### config.mk
export PLATFORM = sky130hd
export DESIGN_NAME = crc8_frame_parser_top
export DESIGN_NICKNAME = d
export VERILOG_FILES = /design/src/hdl/cfp_pkg.sv /design/src/hdl/crc8_frame_parser_top.sv /design/src/hdl/cfp_out_reg.sv
export SDC_FILE = /design/constraint.sdc
export NUM_CORES = 1
export LEC_CHECK = 0
export ABC_AREA = 1
export BUFFER_PORTS_ARGS = -buffer_cell sky130_fd_sc_hd__buf_2
export CORE_MARGIN = 2
export CORE_UTILIZATION = 50
export CTS_BUF_LIST = sky130_fd_sc_hd__clkbuf_4 sky130_fd_sc_hd__clkbuf_8
export DETAILED_ROUTE_END_ITERATION = 6
export PLACE_DENSITY = 0.79
export SLEW_MARGIN = 20
export SYNTH_ARGS = -nofsm -noshare
export SYNTH_HDL_FRONTEND = slang
export SYNTH_SLANG_ARGS = --single-unit
### constraint.sdc
create_clock -name i_clk -period 7.2 [get_ports i_clk]
set_input_delay 1.44 -clock i_clk [delete_from_list [all_inputs] [get_ports i_clk]]
set_output_delay 1.44 -clock i_clk [all_outputs]
set_load 0.005 [all_outputs]
### src/hdl/cfp_pkg.sv
package cfp_pkg;

    localparam int unsigned PAYLOAD_LEN = 13;
    localparam logic [3:0]  POS_HUNT    = 4'd0;
    localparam logic [3:0]  POS_FIRST   = 4'd1;
    localparam logic [3:0]  CRC_POS     = 4'd14;
    localparam logic [7:0]  CRC_POLY    = 8'h07;
    localparam logic [7:0]  HEADER_RST  = 8'hA5;

    typedef struct packed {
        logic [31:0] x_bits;
        logic [31:0] y_bits;
        logic [31:0] yaw_bits;
        logic [7:0]  status_byte;
        logic        crc_error;
    } t_result;

    // Byte-wide CRC-8 update, MSB first, no reflection.
    function automatic logic [7:0] crc8_update(input logic [7:0] crc, input logic [7:0] b);
        logic [7:0] v;
        v = crc ^ b;
        for (int k = 0; k < 8; k++) begin
            if (v[7]) begin
                v = {v[6:0], 1'b0} ^ CRC_POLY;
            end else begin
                v = {v[6:0], 1'b0};
            end
        end
        return v;
    endfunction

endpackage

### src/hdl/crc8_frame_parser_top.sv
// Byte-serial frame deframer. It hunts for the header byte (i_cfg_data written with
// i_cfg_we, 0xA5 after reset), then collects 13 payload bytes and a CRC-8 byte
// (polynomial 0x07, initial value 0, MSB first) and gives one result per frame: three
// little-endian 32-bit words, the status byte and a CRC error flag; on an error the
// data fields are zero. One byte is taken in every cycle; the CRC and the frame
// position are updated in that same cycle, and the result is loaded into the output
// register when the CRC byte is taken. The input only stalls when a CRC byte arrives
// while the previous result still sits unaccepted in the output register.
module crc8_frame_parser_top (
    input  logic        i_clk,
    input  logic        i_rst_n,
    input  logic        i_cfg_we,
    input  logic [7:0]  i_cfg_data,
    input  logic        i_rx_valid,
    output logic        o_rx_ready,
    input  logic [7:0]  i_rx_byte,
    output logic        o_res_valid,
    input  logic        i_res_ready,
    output logic [31:0] o_x_bits,
    output logic [31:0] o_y_bits,
    output logic [31:0] o_yaw_bits,
    output logic [7:0]  o_status_byte,
    output logic        o_crc_error
);

    logic [7:0]       r_header;
    logic [3:0]       r_pos;
    logic [3:0]       n_pos;
    logic [7:0]       r_crc;
    logic [7:0]       n_crc;
    logic [7:0]       r_payload [cfp_pkg::PAYLOAD_LEN];
    logic             accept;
    logic             at_crc;
    logic             crc_bad;
    logic             can_load;
    logic             load;
    cfp_pkg::t_result result;
    cfp_pkg::t_result out_result;

    assign at_crc     = (r_pos >= cfp_pkg::CRC_POS);
    assign o_rx_ready = !at_crc || can_load;
    assign accept     = i_rx_valid && o_rx_ready;
    assign crc_bad    = (i_rx_byte != r_crc);
    assign load       = accept && at_crc;

    always_comb begin
        n_pos = r_pos;
        n_crc = r_crc;
        if (accept) begin
            if (r_pos == cfp_pkg::POS_HUNT) begin
                if (i_rx_byte == r_header) begin
                    n_pos = cfp_pkg::POS_FIRST;
                    n_crc = 8'h00;
                end
            end else if (!at_crc) begin
                n_pos = r_pos + 4'd1;
                n_crc = cfp_pkg::crc8_update(r_crc, i_rx_byte);
            end else begin
                // A failed frame whose CRC byte looks like a header starts a new frame.
                n_crc = 8'h00;
                n_pos = (crc_bad && (i_rx_byte == r_header)) ? cfp_pkg::POS_FIRST
                                                             : cfp_pkg::POS_HUNT;
            end
        end
    end

    always_ff @(posedge i_clk) begin
        if (!i_rst_n) begin
            r_header <= cfp_pkg::HEADER_RST;
            r_pos    <= cfp_pkg::POS_HUNT;
            r_crc    <= 8'h00;
        end else begin
            if (i_cfg_we) begin
                r_header <= i_cfg_data;
            end
            r_pos <= n_pos;
            r_crc <= n_crc;
        end
    end

    always_ff @(posedge i_clk) begin
        for (int i = 0; i < int'(cfp_pkg::PAYLOAD_LEN); i++) begin
            if (accept && (r_pos == 4'(i + 1))) begin
                r_payload[i] <= i_rx_byte;
            end
        end
    end

    always_comb begin
        if (crc_bad) begin
            result = '0;
            result.crc_error = 1'b1;
        end else begin
            result.x_bits      = {r_payload[3], r_payload[2], r_payload[1], r_payload[0]};
            result.y_bits      = {r_payload[7], r_payload[6], r_payload[5], r_payload[4]};
            result.yaw_bits    = {r_payload[11], r_payload[10], r_payload[9], r_payload[8]};
            result.status_byte = r_payload[12];
            result.crc_error   = 1'b0;
        end
    end

    cfp_out_reg u_out_reg (
        .i_clk      (i_clk),
        .i_rst_n    (i_rst_n),
        .i_load     (load),
        .i_result   (result),
        .o_can_load (can_load),
        .o_valid    (o_res_valid),
        .i_ready    (i_res_ready),
        .o_result   (out_result)
    );

    assign o_x_bits      = out_result.x_bits;
    assign o_y_bits      = out_result.y_bits;
    assign o_yaw_bits    = out_result.yaw_bits;
    assign o_status_byte = out_result.status_byte;
    assign o_crc_error   = out_result.crc_error;

endmodule

### src/hdl/cfp_out_reg.sv
module cfp_out_reg (
    input  logic             i_clk,
    input  logic             i_rst_n,
    input  logic             i_load,
    input  cfp_pkg::t_result i_result,
    output logic             o_can_load,
    output logic             o_valid,
    input  logic             i_ready,
    output cfp_pkg::t_result o_result
);

    logic             r_valid;
    logic             n_valid;
    cfp_pkg::t_result r_result;

    assign o_can_load = !r_valid || i_ready;

    always_comb begin
        n_valid = r_valid;
        if (i_load) begin
            n_valid = 1'b1;
        end else if (i_ready) begin
            n_valid = 1'b0;
        end
    end

    always_ff @(posedge i_clk) begin
        if (!i_rst_n) begin
            r_valid <= 1'b0;
        end else begin
            r_valid <= n_valid;
        end
    end

    always_ff @(posedge i_clk) begin
        if (i_load) begin
            r_result <= i_result;
        end
    end

    assign o_valid  = r_valid;
    assign o_result = r_result;

endmodule

==> flow_results.org <==
** Run status
- The flow ran to the end, and the final reports show no timing, DRC or antenna violations.

** Global routing
- Vias in the first global route :: 4489
- Global routing used approximately 17% of the available tracks.
- Wire length of the first global-routing pass :: around 23000 microns
- Summed over all layers, the global routing overflow is 0.
- Largest net degree at the start of global routing :: 107
- The initial antenna violation count was 0.

** Yosys
- After synthesis, the netlist uses 26 different library cells.
- Mean Syn Cell Area :: 13.0 sq um
- In this run, synthesis inferred approximately 210 flip-flops with an integrated enable.
- By count the netlist is led by 209 x sky130_fd_sc_hd__edfxtp_1, 129 x sky130_fd_sc_hd__inv_1, 125 x sky130_fd_sc_hd__nor2_1.
- Post-Synthesis Cell Area :: between 8000 and 9000 sq um
- Post-Syn Nets :: 688
- Cells after synthesis :: 660
- The Yosys step of the flow raised 0 warnings.
- Most frequently used flop master after synthesis :: sky130_fd_sc_hd__edfxtp_1
- Most common cell in the synthesized netlist :: sky130_fd_sc_hd__edfxtp_1
- The top cell type by area accounts for ~73% of the synthesized area.
- Library cell occupying the most area in the post-synthesis netlist :: sky130_fd_sc_hd__edfxtp_1
- Largest cells by area after synthesis :: sky130_fd_sc_hd__edfxtp_1 73%, sky130_fd_sc_hd__inv_1 5.6%, sky130_fd_sc_hd__nor2_1 5.5%, sky130_fd_sc_hd__dfxtp_1 4.9%, sky130_fd_sc_hd__nand2_1 3.5%
- Counting flops and latches in the post-synthesis netlist gives between 200 and 250.
- Register area share after synthesis :: ~78%
- Proportion of register bits with asynchronous set or reset after synthesis :: 0%

** Min path
- In this run the worst hold path is classified as flop to flop.

** Floorplanning
- Ports :: 128
- Core area :: about 17000 sq um
- Effective utilization at floorplan :: about 50%
- Die boundary width :: between 100 and 150 microns
- In this run the core area contains 47 standard-cell rows.
- Measured along the y axis, the die boundary spans ~140 microns.
- The floorplan step defined a die boundary enclosing 18300 sq um.

** Place
- Post-placement worst setup slack :: approximately 3.4 ns
- Placed wire-length estimate after detailed placement :: 9010 microns
- In this run the tool buffered the top-level ports with 127 buffer cells.
- RD Place Congestion :: between 0.7 and 0.8

** Clocking
- The clock drives between 200 and 250 sinks.
- Maximum number of buffers from clock root to sink :: 3
- Post CTS Setup Buffer Count :: 0
- Latest clock arrival within the worst-skew pair :: a little under 0.5 ns
- Quantity of gates resized following cts :: 0
- In this run the number of H-tree levels came out at 2.
- # hold bufs at CTS :: 0
- TritonCTS clock tree :: yes
- CTS Buf Count :: 36
- CTS Root Cell :: sky130_fd_sc_hd__clkbuf_8
- Register clock-pin slew on the reported worst setup and hold paths :: 0.06 ns

** Detailed routing
- For this run, design rule violations remaining after detail routing come to 0.
- After detailed routing, the total wire length is 15200 microns.
- In the final routed layout, each cell accounts on average for between 10 and 15 microns.
- Vias :: between 4000 and 5000
- DRC marker count from the first detailed-route iteration :: approximately 350
- Vias per Instance :: around 4.6
- Antenna viol nets, final :: 0
- The pre-antenna-repair detailed-routing pass consisted of 5 iterations.

** Final layout
- Final #Nets :: around 840
- Once layout is complete, the utilization of the core stands at between 60% and 70%.
- Compared with the post-synthesis result, the final layout area differs by 18.2%.
- Diode insertion count for antenna repair :: 0
- Layout filler cell count :: around 1300
- In the final layout, the share of cells above drive strength 1 is between 20% and 30%.

** Critical path
- CP cell instances :: buf_2 -> inv_1 -> nand2_1 -> inv_1 -> nand2_4 -> buf_2
- At the worst endpoint, the required time is approximately 5.8 ns.
- The largest individual stage delay along the critical path comes from the cell sky130_fd_sc_hd__buf_2.
- Maximum cell stage delay along the critical path :: approximately 0.16 ns
- Arrival time at the worst endpoint :: 1.96 ns
- Critical path launch point type :: input pin
- The worst setup path is captured at a primary output.
- Largest driver fanout on the critical path :: 2
- The critical path is of the input pin to primary output type.

** Pwr
- Summed over all cells, the static leakage comes to approximately 0.0039 uW.
- Peak supply drop :: around 0.095 mV
- Power per cell area :: 245 nW/um^2

** STA
- Setup total negative slack on the finished layout was measured at 0 ns.
- Time the worst path needs with I/O delays and setup :: 3.40 ns
- Clock skew :: just over 0.009 ns
- Fin. Hold Viols :: 0
- Hold is met by ~0.47 ns.
- Setup repair after global routing left no endpoint under its margin.
- Dividing the final minimum period by the clock period gives roughly 47%.
- In this run the tightest slew margin relative to its limit is between 30 and 40%.
- Setup violations remaining at the end of the flow were counted as 0.
- Static timing analysis puts the maximum clock frequency at around 300 MHz.
- At the pin with the least slew margin, the transition time is between 0.9 and 1 ns.
- Setup slack on the critical path of the routed design comes to around 3.8 ns.
- Slew Limit Fails :: 0

** Job
- Number of max-capacitance violations reported :: 0
## registers in the layout (all words and copies together), names as in the netlist
name and count:
r_header 8, u_out_reg.o_valid 1, o_y_bits 32, o_status_byte 8
o_yaw_bits 32, o_x_bits 32, r_crc 8, r_payload 104
u_out_reg.o_result 1, r_pos 4
## critical path, delay by kind of cell
family | cells | cell delay [ns]
buf+inv | 4 | 0.40
simple gates | 2 | 0.12
## cell families (layout without fill, tap and decap cells)
logic type               count (synthesis)  count (layout)  share of synthesized area, %
AO/OA/AOI/OAI                           21              21                          1.43
XOR/XNOR                                18              18                          1.83
adder cells (fa/ha/maj)                  7               7                          1.02
buffers and inverters                  146             326                          6.60
flip-flops                             230             230                          77.8
AND/OR/NAND/NOR                        238             238                          11.3
## per-stage QoR
step                      cell area, sq um  cells  total power, uW
after global placement                9500    998             1530
after CTS                            10200   1060             2520
final                                10200   1060             2490
after floorplan                       8600    660             1510
after detailed placement              9500    998             1540
after global routing                 10200   1060             2580
## final timing paths
check / from / end / slack [ns] / depth (start not counted)
hold / removal: r_crc[3] / r_crc[3] / 0.47 / 2
hold reg to reg: r_crc[3] / r_crc[3] / 0.47 / 2
setup reg to reg: r_pos[0] / o_yaw_bits[8] / 4.11 / 10
setup / recovery: i_res_ready / o_rx_ready / 3.80 / 6
## placed cells by master (no fill, tap or decap), drive strengths merged
master	n
nand3	15
edfxtp	209
dfxtp	21
ha	7
or2	2
xnor2	14
buf	134
nand2	83
clkinv	15
inv	130
nor4	1
o21ai	6
xor2	4
a21oi	14
nor2	125
nand4	1
nor3	10
nand3b	1
clkbuf	47
o31ai	1
## layer usage
| metal | vias to the layer above | wire [microns] | share of wire, % | track usage (%) |
|---|---|---|---|---|
| li1 | 2442 | - | - | - |
| met1 | 2205 | 6460 | 43 | 21.9 |
| met2 | 158 | 7440 | 49 | 28.2 |
| met3 | 28 | 1010 | 6.6 | 3.74 |
| met4 | 0 | 246 | 1.6 | 6.48 |
| met5 | - | 0 | 0 | 0 |
## cell type report
type | instances | area [sq um] | share of cell area, %
clock buffers | 47 | 591 | 5.80
clock inverters | 15 | 60.1 | 0.590
inverters | 130 | 493 | 4.85
multi-input cells | 284 | 1370 | 13.5
flip-flops and latches | 230 | 6700 | 65.8
well taps | 220 | 275 | 2.71
repair buffers | 134 | 688 | 6.76
## report_power, final
group | total (uW) | internal (uW) | switching [uW]
Combinational | 58.3 | 18.5 | 39.8
Clock | 984 | 532 | 452
Sequential | 1450 | 1450 | 2.16
Total | 2490 | 2000 | 494
Power figures use the tool's default switching activity.
